[src/rtl/core/bdrt_pkg.sv]
`timescale 1ns / 1ps
// ----------------------------------------------------------------------------
// bdrt_pkg
// Shared types and constants of the button debounce / release timer.
// ----------------------------------------------------------------------------
package bdrt_pkg;

  localparam int CFG_INDEX_W = 2;
  localparam int CFG_DATA_W  = 16;
  localparam int SAMPLE_W    = 10;
  localparam int STAMP_W     = 32;
  localparam int ID_W        = 8;
  localparam int DEBOUNCE_W  = 16;

  // analog level is 1 below this code
  localparam logic [SAMPLE_W-1:0] ANALOG_THRESHOLD = 10'd512;

  // configuration register indexes
  typedef enum logic [CFG_INDEX_W-1:0] {
    REG_USE_ANALOG      = 2'd0,
    REG_DEBOUNCE_MS     = 2'd1,
    REG_HIGH_IS_PRESSED = 2'd2,
    REG_BUTTON_ID       = 2'd3
  } cfg_reg_t;

  localparam logic [DEBOUNCE_W-1:0] DEBOUNCE_RESET = 16'd50;

  typedef struct packed {
    logic                  use_analog;
    logic [DEBOUNCE_W-1:0] debounce_ms;
    logic                  high_is_pressed;
    logic [ID_W-1:0]       button_id;
  } cfg_t;

  typedef struct packed {
    logic               release_valid;
    logic [ID_W-1:0]    release_id;
    logic [STAMP_W-1:0] press_duration_ms;
    logic               stable_out;
    logic               pressed_out;
  } result_t;

endpackage

[src/rtl/core/bdrt_if.sv]
`timescale 1ns / 1ps
// ----------------------------------------------------------------------------
// bdrt_if
// Valid/ready channels: one for sample items, one for result items.
// ----------------------------------------------------------------------------
interface bdrt_sample_if
  import bdrt_pkg::*;
  ();
  logic                valid;
  logic                ready;
  logic [STAMP_W-1:0]  now_ms;
  logic                digital_level;
  logic [SAMPLE_W-1:0] analog_sample;

  modport source (output valid, output now_ms, output digital_level,
                  output analog_sample, input ready);
  modport sink   (input valid, input now_ms, input digital_level,
                  input analog_sample, output ready);
endinterface

interface bdrt_result_if
  import bdrt_pkg::*;
  ();
  logic               valid;
  logic               ready;
  logic               release_valid;
  logic [ID_W-1:0]    release_id;
  logic [STAMP_W-1:0] press_duration_ms;
  logic               stable_out;
  logic               pressed_out;

  modport source (output valid, output release_valid, output release_id,
                  output press_duration_ms, output stable_out,
                  output pressed_out, input ready);
  modport sink   (input valid, input release_valid, input release_id,
                  input press_duration_ms, input stable_out,
                  input pressed_out, output ready);
endinterface

[src/rtl/core/bdrt_eval.sv]
`timescale 1ns / 1ps
// ----------------------------------------------------------------------------
// bdrt_eval
// Per-item debounce update: raw level, hold check, stable change, release.
// ----------------------------------------------------------------------------
module bdrt_eval
  import bdrt_pkg::*;
#(
  parameter int TIME_WIDTH = 32
) (
  input  cfg_t                  cfg,
  input  logic [STAMP_W-1:0]    now_ms,
  input  logic                  digital_level,
  input  logic [SAMPLE_W-1:0]   analog_sample,
  input  logic                  raw_last,
  input  logic [TIME_WIDTH-1:0] raw_change_time,
  input  logic                  stable_level,
  input  logic [TIME_WIDTH-1:0] stable_since,
  input  logic                  pressed_flag,
  output logic                  raw_last_next,
  output logic [TIME_WIDTH-1:0] raw_change_time_next,
  output logic                  stable_level_next,
  output logic [TIME_WIDTH-1:0] stable_since_next,
  output logic                  pressed_flag_next,
  output result_t               res
);

  logic [63:0]           now_wide;
  logic [TIME_WIDTH-1:0] now_t;
  logic [TIME_WIDTH-1:0] held;
  logic [TIME_WIDTH-1:0] dur;
  logic [63:0]           dur_wide;
  logic                  level;
  logic                  take;
  logic                  rel;

  // timestamp truncated or zero-extended to the internal time width
  assign now_wide = {32'b0, now_ms};
  assign now_t    = now_wide[TIME_WIDTH-1:0];

  assign level = cfg.use_analog ? (analog_sample < ANALOG_THRESHOLD) : digital_level;

  assign raw_last_next        = level;
  assign raw_change_time_next = (level != raw_last) ? now_t : raw_change_time;

  assign held = now_t - raw_change_time_next;
  assign take = (held > TIME_WIDTH'(cfg.debounce_ms)) && (level != stable_level);
  assign rel  = take && pressed_flag;

  assign dur      = now_t - stable_since;
  assign dur_wide = 64'(dur);

  assign stable_level_next = take ? level : stable_level;
  assign stable_since_next = take ? now_t : stable_since;
  assign pressed_flag_next = take ? (level == cfg.high_is_pressed) : pressed_flag;

  always_comb begin
    res.release_valid     = rel;
    res.release_id        = rel ? cfg.button_id : '0;
    res.press_duration_ms = rel ? dur_wide[STAMP_W-1:0] : '0;
    res.stable_out        = stable_level_next;
    res.pressed_out       = pressed_flag_next;
  end

endmodule

[src/rtl/core/button_debounce_release_timer.sv]
`timescale 1ns / 1ps
// ----------------------------------------------------------------------------
// button_debounce_release_timer
// Debounces a digital or thresholded analog button level from timestamped
// samples and reports each pressed-to-released change with its duration.
// ----------------------------------------------------------------------------
//
//  channel  | dir | handshake     | payload
//  ---------+-----+---------------+------------------------------------------
//  sample   | in  | valid / ready | now_ms, digital_level, analog_sample
//  result   | out | valid / ready | release_valid, release_id,
//           |     |               | press_duration_ms, stable_out, pressed_out
//  cfg      | in  | cfg_we        | cfg_index, cfg_data (write only)
//
//  Path: sample register, then debounce update into the result register.
//  One item per cycle while results are taken; the state update is a single pass.
//  Each stage moves when the next one is empty or being drained, so a held
//  result does not stop the sample register from filling.
//  rst (synchronous) clears state, stage valids and loads register defaults.
//  Debounce state updates only as an item moves into the result register.
//
module button_debounce_release_timer
  import bdrt_pkg::*;
#(
  parameter int TIME_WIDTH = 32
) (
  input  logic                   clk,
  input  logic                   rst,
  input  logic                   cfg_we,
  input  logic [CFG_INDEX_W-1:0] cfg_index,
  input  logic [CFG_DATA_W-1:0]  cfg_data,
  bdrt_sample_if.sink            sample,
  bdrt_result_if.source          result
);

  // configuration registers
  cfg_t cfg;

  always_ff @(posedge clk) begin
    if (rst) begin
      cfg.use_analog      <= 1'b0;
      cfg.debounce_ms     <= DEBOUNCE_RESET;
      cfg.high_is_pressed <= 1'b1;
      cfg.button_id       <= '0;
    end else if (cfg_we) begin
      case (cfg_reg_t'(cfg_index))
        REG_USE_ANALOG:      cfg.use_analog      <= cfg_data[0];
        REG_DEBOUNCE_MS:     cfg.debounce_ms     <= cfg_data[DEBOUNCE_W-1:0];
        REG_HIGH_IS_PRESSED: cfg.high_is_pressed <= cfg_data[0];
        REG_BUTTON_ID:       cfg.button_id       <= cfg_data[ID_W-1:0];
        default: ;
      endcase
    end
  end

  // input stage
  logic                s1_valid;
  logic [STAMP_W-1:0]  s1_now;
  logic                s1_dig;
  logic [SAMPLE_W-1:0] s1_ana;
  logic                s1_adv;   // item moves into the result register
  logic                out_free; // result register can take an item

  assign out_free     = !result.valid || result.ready;
  assign s1_adv       = s1_valid && out_free;
  assign sample.ready = !s1_valid || out_free;

  always_ff @(posedge clk) begin
    if (rst) begin
      s1_valid <= 1'b0;
    end else if (sample.ready) begin
      s1_valid <= sample.valid;
    end
  end

  always_ff @(posedge clk) begin
    if (sample.ready && sample.valid) begin
      s1_now <= sample.now_ms;
      s1_dig <= sample.digital_level;
      s1_ana <= sample.analog_sample;
    end
  end

  // debounce state
  logic                  raw_last;
  logic [TIME_WIDTH-1:0] raw_change_time;
  logic                  stable_level;
  logic [TIME_WIDTH-1:0] stable_since;
  logic                  pressed_flag;

  logic                  raw_last_next;
  logic [TIME_WIDTH-1:0] raw_change_time_next;
  logic                  stable_level_next;
  logic [TIME_WIDTH-1:0] stable_since_next;
  logic                  pressed_flag_next;
  result_t               res_next;

  bdrt_eval #(
    .TIME_WIDTH(TIME_WIDTH)
  ) u_eval (
    .cfg                  (cfg),
    .now_ms               (s1_now),
    .digital_level        (s1_dig),
    .analog_sample        (s1_ana),
    .raw_last             (raw_last),
    .raw_change_time      (raw_change_time),
    .stable_level         (stable_level),
    .stable_since         (stable_since),
    .pressed_flag         (pressed_flag),
    .raw_last_next        (raw_last_next),
    .raw_change_time_next (raw_change_time_next),
    .stable_level_next    (stable_level_next),
    .stable_since_next    (stable_since_next),
    .pressed_flag_next    (pressed_flag_next),
    .res                  (res_next)
  );

  // raw_last resets to the not-pressed level of the reset polarity (pressed high)
  always_ff @(posedge clk) begin
    if (rst) begin
      raw_last        <= 1'b0;
      raw_change_time <= '0;
      stable_level    <= 1'b0;
      stable_since    <= '0;
      pressed_flag    <= 1'b0;
    end else if (s1_adv) begin
      raw_last        <= raw_last_next;
      raw_change_time <= raw_change_time_next;
      stable_level    <= stable_level_next;
      stable_since    <= stable_since_next;
      pressed_flag    <= pressed_flag_next;
    end
  end

  // result register
  result_t res;

  always_ff @(posedge clk) begin
    if (rst) begin
      result.valid <= 1'b0;
    end else if (out_free) begin
      result.valid <= s1_valid;
    end
  end

  always_ff @(posedge clk) begin
    if (s1_adv) begin
      res <= res_next;
    end
  end

  assign result.release_valid     = res.release_valid;
  assign result.release_id        = res.release_id;
  assign result.press_duration_ms = res.press_duration_ms;
  assign result.stable_out        = res.stable_out;
  assign result.pressed_out       = res.pressed_out;

  // checks
  a_state_hold: assert property (@(posedge clk) disable iff (rst)
    !s1_adv |=> ($stable(stable_level) && $stable(stable_since) && $stable(raw_last)))
    else $error("debounce state changed with no item moving");

  a_item_lands: assert property (@(posedge clk) disable iff (rst)
    s1_adv |=> result.valid)
    else $error("item lost between sample and result register");

  a_no_event_payload: assert property (@(posedge clk) disable iff (rst)
    (result.valid && !result.release_valid) |->
      (result.release_id == '0 && result.press_duration_ms == '0))
    else $error("release payload set without release event");

  a_out_mirrors_state: assert property (@(posedge clk) disable iff (rst)
    s1_adv |=> (result.stable_out == stable_level && result.pressed_out == pressed_flag))
    else $error("result level disagrees with debounce state");

endmodule

[src/flat_wrapper.sv]
// flat-port wrapper written by rule: the top's interface ports become plain ports
module button_debounce_release_timer_flat import bdrt_pkg::*;
#(
  parameter int TIME_WIDTH = 32
)
  (clk, rst, cfg_we, cfg_index, cfg_data, sample_valid, sample_now_ms, sample_digital_level, sample_analog_sample, sample_ready, result_valid, result_release_valid, result_release_id, result_press_duration_ms, result_stable_out, result_pressed_out, result_ready);
  bdrt_sample_if sample_i ();
  bdrt_result_if result_i ();
  input  logic clk;
  input  logic rst;
  input  logic cfg_we;
  input  logic [CFG_INDEX_W-1:0] cfg_index;
  input  logic [CFG_DATA_W-1:0] cfg_data;
  input wire logic [$bits(sample_i.valid)-1:0] sample_valid;
  input wire logic [$bits(sample_i.now_ms)-1:0] sample_now_ms;
  input wire logic [$bits(sample_i.digital_level)-1:0] sample_digital_level;
  input wire logic [$bits(sample_i.analog_sample)-1:0] sample_analog_sample;
  output wire logic [$bits(sample_i.ready)-1:0] sample_ready;
  output wire logic [$bits(result_i.valid)-1:0] result_valid;
  output wire logic [$bits(result_i.release_valid)-1:0] result_release_valid;
  output wire logic [$bits(result_i.release_id)-1:0] result_release_id;
  output wire logic [$bits(result_i.press_duration_ms)-1:0] result_press_duration_ms;
  output wire logic [$bits(result_i.stable_out)-1:0] result_stable_out;
  output wire logic [$bits(result_i.pressed_out)-1:0] result_pressed_out;
  input wire logic [$bits(result_i.ready)-1:0] result_ready;
  assign sample_i.valid = sample_valid;
  assign sample_i.now_ms = sample_now_ms;
  assign sample_i.digital_level = sample_digital_level;
  assign sample_i.analog_sample = sample_analog_sample;
  assign sample_ready = sample_i.ready;
  assign result_valid = result_i.valid;
  assign result_release_valid = result_i.release_valid;
  assign result_release_id = result_i.release_id;
  assign result_press_duration_ms = result_i.press_duration_ms;
  assign result_stable_out = result_i.stable_out;
  assign result_pressed_out = result_i.pressed_out;
  assign result_i.ready = result_ready;
  button_debounce_release_timer #(.TIME_WIDTH(TIME_WIDTH)) u_core (.clk(clk), .rst(rst), .cfg_we(cfg_we), .cfg_index(cfg_index), .cfg_data(cfg_data), .sample(sample_i), .result(result_i));
endmodule
[config.mk]
export PLATFORM = sky130hd
export DESIGN_NAME = button_debounce_release_timer_flat
export DESIGN_NICKNAME = d
export VERILOG_FILES = /design/src/rtl/core/bdrt_pkg.sv /design/src/rtl/core/bdrt_if.sv /design/src/rtl/core/bdrt_eval.sv /design/src/rtl/core/button_debounce_release_timer.sv /design/src/flat_wrapper.sv
export SDC_FILE = /design/constraint.sdc
export NUM_CORES = 1
export LEC_CHECK = 0
export BUFFER_PORTS_ARGS = -buffer_cell sky130_fd_sc_hd__buf_4
export CORE_UTILIZATION = 45
export CTS_CLUSTER_DIAMETER = 50
export DETAILED_ROUTE_END_ITERATION = 8
export PLACE_DENSITY = 0.65
export SLEW_MARGIN = 20
export SYNTH_ARGS = -nofsm -noshare
export SYNTH_HDL_FRONTEND = slang
export SYNTH_SLANG_ARGS = --single-unit
[constraint.sdc]
create_clock -name clk -period 6.8 [get_ports clk]
set_clock_uncertainty 0.15 [all_clocks]
set_input_delay 0.68 -clock clk [delete_from_list [all_inputs] [get_ports clk]]
set_output_delay 0.68 -clock clk [all_outputs]
set_load 0.02 [all_outputs]
==> results.cfg, run 1 <==
[global_route]
grt.total_usage = 0.2150
grt_pass1_wl_um = 41990
overflow = 0
grt_max_degree = 77
antenna_found_initial = 0
first_global_vias = 8269

[timing]
max_freq_ghz = 0.1567
hold_viol_final = 0
setup_violations = 0
slew_headroom = 0.3204
setup_tns_ns = 0
tightestPinTransition_ns = 1.016
post-route-period-util = 0.9384
rsz0062_at_grt = false
drv_slew = 0
post-route-min-period_ns = 6.381

[worst_setup_path]
cpPeakStageDelay_ns = 0.35
crit_path_frequent_cell = ha_1
crit_slowest_cell = edfxtp_1
cp.arrival_ns = 6.58
worstSetupPathType = reg -> reg
end_kind = register
startpoint_type = register
crit_fanout = 26
crit_buf_inv = 2
cp_top_family = compound AO/OA/AOI/OAI gates
cp.required_ns = 7.00

[clock_network]
path_clk_slew_ns = 0.08
cts_buffers = 17
ctsLongestPathBuffers = 2
h-tree-depth = 4
cts_root_buf = clkbuf_16
cts_tree = yes
clock_latency_ns = 0.44
clkSinkCount = 172

[routing]
post_drt_wl_per_cell_um = 16.40
avgViaCountPerCell = 5.584
num_vias = 8811
wl_um = 25880
drtIter0Drc = 624
ant_nets = 0
drc = 0
drtPass1Iterations = 5

[final_layout]
final_nets = 1381
syn_to_final_growth_pct = 14.88
stdcell_area_sq_um = 12560
fillers = 2192
drive_above_1_share = 0.1604
n_antenna_cell = 0

[logic_synthesis]
synth.avg_cell_area_sq_um = 9.317
ys_async_sr_fraction = 0
synth_top_area_cell = edfxtp_1
syn_inst = 1173
ys_seq_elements = 172
synth_edf_count = 77
synth.distinct_cells = 81
synth_top_flop_cell = dfxtp_1
synth_area_leaders = edfxtp_1, dfxtp_1, ha_1
syn_area_sq_um = 10930
syn_nets = 1308
synth_top_area_frac = 0.2116
ys_warn_count = 0
yosysSeqAreaShare = 0.3856

[power]
power.density_nw_per_um2 = 232.1
ir_worst_vdd_uv = 153.1
p_leak_nw = 4.787

[placed_design]
dp_hpwl_um = 18520
portBuffers = 101
placed_area_sq_um = 11910
gp_congestion = 0.8749

[run]
drv_cap = 0

[floorplanning]
ioPinCount = 111
core_sq_um = 23610
placementRows = 56
start_util = 0.4629
die_h_um = 157.8
die_w_um = 157.8
dieArea_sq_um = 24920

[hold_path]
hp-class = in -> reg

[outcome]
run_status = finished, final reports clean
==> state kept, by name, indices dropped and copies added (netlist names), 8 cells and up <==
register / count
u_core.s1_now: 32
u_core.result.release_id: 8
u_core.raw_change_time: 32
u_core.cfg: 26
u_core.result.press_duration_ms: 32
u_core.stable_since: 32
==> timing repair <==
item | CTS | global route
setup endpoints to repair | 0 | 77
gates resized for setup | 0 | 11
hold buffers | 0 | 0
setup buffers | 0 | 3
==> cells in the mapped netlist (all sizes together) (8+ instances only) <==
cell type,n
nand4,12
a31oi,14
o21ai,44
edfxtp,77
nor2,106
xor2,27
mux2i,29
nand2,122
o211ai,8
nor2b,14
nand3,22
xnor2,24
ha,68
buf,12
inv,65
nor4,11
nor3,33
dfxtp,95
a21oi,86
nand4b,35
nand2b,18
a21o,22
and3,11
o31ai,33
o21a,18
a211oi,24
clkbuf,47
==> worst paths after layout <==
path / start / end / slack, ns / depth (start not counted)
setup reg to reg: u_core.s1_ana[9] / u_core.stable_since[29] / 0.42 / 28
setup / recovery: u_core.s1_ana[9] / u_core.stable_since[29] / 0.42 / 28
hold / removal: sample_now_ms[3] / u_core.s1_now[3] / 0.27 / 1
hold reg to reg: u_core.cfg[18] / u_core.cfg[18] / 0.31 / 2
==> per-stage QoR <==
stage | worst slack [ns] | hold slack (ns) | total power (W) | utilization | instances
after global placement | 0.2211 | 0.2946 | 0.001941 | 0.5043 | 1543
final | 0.4192 | 0.2662 | 0.002914 | 0.5317 | 1578
after floorplan | 1.026 | 0.2863 | 0.001750 | - | 1173
after detailed placement | 0.1552 | 0.2998 | 0.001950 | 0.5043 | 1543
after global routing | 0.05549 | 0.2502 | 0.003062 | 0.5317 | 1578
after CTS | 0.1102 | 0.2525 | 0.002924 | 0.5290 | 1575
==> metal layers <==
metal  global-route usage  part of all wire
met4              0.06657             0.016
met2               0.3428              0.45
met3              0.03175             0.045
met5                    0                 0
met1               0.2987              0.49
==> area by class of cell <==
type	instances	area, sq um	share of cell area
Multi-Input combinational cell	877	6245	0.4974
Sequential cell	172	4214	0.3356
Timing Repair Buffer	113	868.3	0.06916
Clock buffer	19	452.9	0.03607
Tap cell	319	399.1	0.03179
Inverter	65	246.5	0.01963
Clock inverter	13	130.1	0.01036
==> power by group <==
part	leakage (nW)	switching, W	internal, W
Combinational	2.99	0.000470	0.000306
Clock	0.288	0.000462	0.000505
Sequential	1.50	0.0000380	0.00113
Total	4.79	0.000970	0.00194
==> placed cells by master, fill, tap and decap left out, types with 11 or more instances in the layout <==
cell type / netlist / final
nor2_1: 104 / 104
nor3_1: 31 / 29
nor2b_1: 14 / 14
a21o_1: 22 / 22
xor2_1: 26 / 26
inv_1: 65 / 64
mux2i_1: 29 / 29
nand4b_1: 35 / 35
o21ai_0: 39 / 39
o31ai_4: 27 / 27
nand2_1: 121 / 121
a21oi_1: 86 / 85
xnor2_1: 24 / 24
nand2b_1: 18 / 18
buf_4: 0 / 111
o21a_1: 17 / 17
a211oi_1: 24 / 24
nand3_1: 22 / 22
ha_1: 68 / 68
dfxtp_1: 95 / 95
clkbuf_16: 0 / 17
and3_1: 11 / 11
nand4_1: 12 / 12
a31oi_1: 13 / 13
edfxtp_1: 77 / 77
==> worst reg2reg max path, delay by kind of cell, from the launching register on <==
family                   cells  cell delay (ns)
XOR/XNOR                     1             0.17
AO/OA/AOI/OAI               12             2.29
AND/OR/NAND/NOR             10             2.13
adder cells (fa/ha/maj)      3             0.93
flip-flops                   1             0.35
buffers and inverters        2             0.29
==> cells by family (layout without fill, tap and decap cells) <==
logic type      after synthesis  after routing  share of synthesized area
compound gates              304            304                     0.2192
simple gates                421            421                     0.1981
fa+ha+maj                    71             71                    0.08151
buf+inv                     124            210                    0.04648
mux                          30             30                    0.02759
xor+xnor                     51             51                    0.04156
flops                       172            172                     0.3856
No activity file was read; power rests on OpenSTA's default activity.
==> run 2, diff against run 1 <==
--- a/config.mk
+++ b/config.mk
@@ -5,12 +5,12 @@
 export SDC_FILE = /design/constraint.sdc
 export NUM_CORES = 1
 export LEC_CHECK = 0
-export BUFFER_PORTS_ARGS = -buffer_cell sky130_fd_sc_hd__buf_4
 export CORE_UTILIZATION = 45
 export CTS_CLUSTER_DIAMETER = 50
 export DETAILED_ROUTE_END_ITERATION = 8
-export PLACE_DENSITY = 0.65
-export SLEW_MARGIN = 20
+export DONT_BUFFER_PORTS = 1
+export PLACE_DENSITY = 0.61
 export SYNTH_ARGS = -nofsm -noshare
 export SYNTH_HDL_FRONTEND = slang
+export SYNTH_HIERARCHICAL = 1
 export SYNTH_SLANG_ARGS = --single-unit
==> results.cfg, run 2 <==
[routing]
avgViaCountPerCell = 5.540
drtPass1Iterations = 5
ant_nets = 0
num_vias = 9341
drtIter0Drc = 585
drc = 0
wl_um = 29150
post_drt_wl_per_cell_um = 17.29

[clock_network]
cts_root_buf = clkbuf_16
ctsLongestPathBuffers = 2
path_clk_slew_ns = 0.08
cts_tree = yes
cts_buffers = 17
clock_latency_ns = 0.44
clkSinkCount = 172
h-tree-depth = 4

[power]
ir_worst_vdd_uv = 155.5
power.total_w = 0.003017
p_leak_nw = 4.930
power.density_nw_per_um2 = 233.2

[logic_synthesis]
syn_area_sq_um = 11950
syn_inst = 1361
syn_nets = 1496
ys_warn_count = 6
synth.avg_cell_area_sq_um = 8.779

[floorplanning]
die_h_um = 164.9
ioPinCount = 111
placementRows = 59
start_util = 0.4585
core_sq_um = 26060
die_w_um = 164.9
dieArea_sq_um = 27210

[worst_setup_path]
worstSetupPathType = reg -> reg
cpPeakStageDelay_ns = 0.50
crit_slowest_cell = or4_1
end_kind = register
cp.arrival_ns = 6.61
cp.required_ns = 6.94
startpoint_type = register
crit_fanout = 16

[timing]
hold_viol_final = 0
max_freq_ghz = 0.1545
post-route-min-period_ns = 6.473
worst_slack_ns = 0.3269
setup_tns_ns = 0
drv_slew = 0
fin_hold_ws_ns = 0.1759
rsz0062_at_grt = false
tightestPinTransition_ns = 1.083
slew_headroom = 0.2761
post-route-period-util = 0.9519
setup_violations = 0

[global_route]
antenna_found_initial = 0
grt_pass1_wl_um = 46220
overflow = 0
grt_max_degree = 166
grt.total_usage = 0.2169
first_global_vias = 8898

[final_layout]
n_antenna_cell = 0
drive_above_1_share = 0.05996
syn_to_final_growth_pct = 8.284
final_nets = 1473
final_cell_mix = nand2b_1, nand2_1, inv_1, mux2i_1, dfxtp_1
final_common_cell = nand2b_1

[placed_design]
dpl_worst_slack_ns = 0.1593
portBuffers = 0
dp_hpwl_um = 20600
gp_congestion = 0.9027

[run]
drv_cap = 0

[outcome]
run_status = finished, final reports clean

[hold_path]
hp-class = in -> reg
run 2: what timing repair did:
| item | CTS | global route |
|---|---|---|
| gates resized for setup | 0 | 13 |
| buffers inserted | 0 | 1 |
| endpoints found under the hold margin | 0 | 0 |
| hold buffers | 0 | 0 |
| endpoints found under the setup margin | 0 | 77 |
run 2: critical path, delay by kind of cell (launching register included):
| kind | cells | cell delay, ns |
|---|---|---|
| multiplexers | 2 | 0.40 |
| flip-flops | 1 | 0.39 |
| AND/OR/NAND/NOR | 12 | 2.28 |
| adder cells (fa/ha/maj) | 2 | 0.58 |
| AO/OA/AOI/OAI | 10 | 2.00 |
| buffers and inverters | 2 | 0.50 |
run 2: power breakdown:
group / switching [W] / internal, W / total, W
Sequential: 0.0000541 / 0.00113 / 0.00118
Combinational: 0.000433 / 0.000316 / 0.000749
Clock: 0.000475 / 0.000611 / 0.00109
Total: 0.000962 / 0.00206 / 0.00302
run 2: worst paths after layout:
kind                      startpoint  cells after the start                      end  slack (ns)
min          sample_analog_sample[9]                      0         u_core/s1_ana[9]        0.18
max                    u_core/s1_dig                     28  u_core/stable_since[14]        0.33
max reg2reg            u_core/s1_dig                     28  u_core/stable_since[14]        0.33
min reg2reg           u_core/cfg[19]                      2           u_core/cfg[19]        0.31
run 2: cell type report:
class | count | area (sq um)
fillers | 2516 | 13120
multi-input cells | 1024 | 7082
flip-flops and latches | 172 | 4214
clock buffers | 20 | 456.7
well taps | 335 | 419.2
inverters | 103 | 386.6
repair buffers | 20 | 205.2
clock inverters | 12 | 173.9
run 2: layer usage:
layer  vias to the layer above  wire (um)  global-route usage
li1                       4717          -                   -
met1                      4410      14540              0.3014
met2                       196      13190              0.3466
met3                        18       1096             0.03692
met4                         0        331             0.05463
met5                         -          0                   0
run 2: per-stage QoR:
step / instances / util / area, sq um
5_1_grt: 1686 / 0.4965 / 12940
4_1_cts: 1684 / 0.4934 / 12860
3_3_place_gp: 1652 / 0.4692 / 12230
2_1_floorplan: 1361 / - / 11950
6_report: 1686 / 0.4965 / 12940
3_5_place_dp: 1652 / 0.4692 / 12230
==> run 3, diff against run 2 <==
==> constraint.sdc (replaced) <==
create_clock -name clk -period 6.8 [get_ports clk]
set_clock_uncertainty 0.15 [all_clocks]
set_input_delay 0.34 -clock clk [delete_from_list [all_inputs] [get_ports clk]]
set_output_delay 0.34 -clock clk [all_outputs]
set_load 0.02 [all_outputs]
==> results.cfg, run 3 (synthesis results as in run 2) <==
[routing]
post_drt_wl_per_cell_um = 16.79
wl_um = 29360
ant_nets = 0
drtPass1Iterations = 5
avgViaCountPerCell = 5.422
drc = 0
num_vias = 9477
drtIter0Drc = 643

[run]
drv_cap = 0

[power]
power.density_nw_per_um2 = 224.8
ir_worst_vdd_uv = 199.5
p_leak_nw = 5.214

[worst_setup_path]
r2r_start = u_core/s1_dig
startpoint_type = register
crit_buf_inv = 3
cp_top_family = simple AND/OR/NAND/NOR gates
crit_cells = 29
r2r-end = u_core/stable_since[3]
cp.required_ns = 6.93
end_kind = register
crit_slowest_cell = or4_4
cp.arrival_ns = 6.60
crit_fanout = 8
worstSetupPathType = reg -> reg
worst-r2r-setup-slack_ns = 0.33
cpPeakStageDelay_ns = 0.46
reg2reg_depth = 29

[hold_path]
hold_path_depth = 3
min_from = cfg_index[1]
hp-class = in -> reg
holdPathEnd = u_core/cfg[8]

[final_layout]
final_common_cell = nand2b_1
final_cell_mix = nand2b_1, nand2_1, inv_1, mux2i_1, dfxtp_1
n_antenna_cell = 0
final_nets = 1535
syn_to_final_growth_pct = 13.65
drive_above_1_share = 0.06440
stdcell_area_sq_um = 13580

[timing]
setup_tns_ns = 0
worst_slack_ns = 0.3312
slew_headroom = 0.2522
fin_hold_ws_ns = 0.02524
max_freq_ghz = 0.1546
drv_slew = 0
hold_viol_final = 0
post-route-min-period_ns = 6.469
setup_violations = 0
post-route-period-util = 0.9513
tightestPinTransition_ns = 1.119

[placed_design]
portBuffers = 0
gp_congestion = 0.8888
dp_hpwl_um = 20340
dpl_worst_slack_ns = 0.1512
placed_area_sq_um = 12230

[global_route]
overflow = 0
grt_pass1_wl_um = 46010
grt_max_degree = 166
antenna_found_initial = 0
grt.total_usage = 0.2157
first_global_vias = 9045

[clock_network]
cts_buffers = 17
cts_root_buf = clkbuf_16
h-tree-depth = 4
clock_latency_ns = 0.43
path_clk_slew_ns = 0.08
ctsLongestPathBuffers = 2
clkSinkCount = 172
cts_tree = yes

[floorplanning]
die_w_um = 164.9
start_util = 0.4585
core_sq_um = 26060
die_h_um = 164.9
dieArea_sq_um = 27210
ioPinCount = 111
placementRows = 59

[outcome]
run_status = finished, final reports clean
-- run 3: changes by cell type in the layout (fill, tap and decap cells not counted), sizes merged --
cell / before / now
buf: 19 / 27
clkbuf: 21 / 18
clkinv: 1 / 4
clkinvlp: 2 / 1
dlygate4sd3: 0 / 54
inv: 109 / 110
-- run 3: worst max-delay path by stage --
stage,from,endpoint,slack (ns)
2_1_floorplan,u_core/s1_dig,u_core/stable_since[10],0.29
3_3_place_gp,u_core/cfg[25],u_core/stable_since[31],0.30
3_5_place_dp,u_core/cfg[25],u_core/stable_since[31],0.15
4_1_cts,u_core/cfg[25],u_core/stable_since[31],0.11
5_1_grt,u_core/s1_dig,u_core/stable_since[3],-0.04
6_report,u_core/s1_dig,u_core/stable_since[3],0.33
-- run 3: routing by layer --
layer / share of wire / vias to the layer above / wire length [um] / GRT usage
met5: 0 / - / 0 / 0
li1: - / 4847 / - / -
met4: 0.012 / 0 / 338 / 0.05546
met3: 0.029 / 24 / 840 / 0.02637
met1: 0.50 / 4428 / 14660 / 0.3010
met2: 0.46 / 178 / 13520 / 0.3503
-- run 3: repair_timing --
item,CTS,global route
hold buffers,55,0
hold endpoints to repair,129,0
buffers inserted,0,7
resized for setup,0,14
endpoints found under the setup margin,0,76
-- run 3: layout make-up --
| type | count | area [sq um] |
|---|---|---|
| Fill cell | 2469 | 12480 |
| Multi-Input combinational cell | 1024 | 7088 |
| Sequential cell | 172 | 4214 |
| Timing Repair Buffer | 82 | 842.1 |
| Clock buffer | 17 | 425.4 |
| Tap cell | 335 | 419.2 |
| Inverter | 103 | 386.6 |
| Clock inverter | 15 | 202.7 |
-- run 3: worst register-to-register path, delay by kind of cell (launching register included) --
| family | cells | cell delay (ns) |
|---|---|---|
| adder cells (fa/ha/maj) | 2 | 0.54 |
| flip-flops | 1 | 0.44 |
| multiplexers | 2 | 0.39 |
| AO/OA/AOI/OAI | 10 | 1.98 |
| AND/OR/NAND/NOR | 12 | 2.23 |
| buffers and inverters | 3 | 0.58 |
-- run 3: metrics by stage --
stage                     instances  total power (W)  utilization
final                          1748         0.003052       0.5211
after global routing           1748         0.003206       0.5211
after CTS                      1740         0.003051       0.5154
after detailed placement       1653         0.001930       0.4695
after global placement         1653         0.001920       0.4695
after floorplan                1361         0.001772            -
-- run 3: where the power goes --
part / switching, W / leakage (nW) / internal (W)
Sequential: 0.0000550 / 1.54 / 0.00113
Clock: 0.000478 / 0.306 / 0.000595
Combinational: 0.000449 / 3.37 / 0.000346
Total: 0.000983 / 5.21 / 0.00207
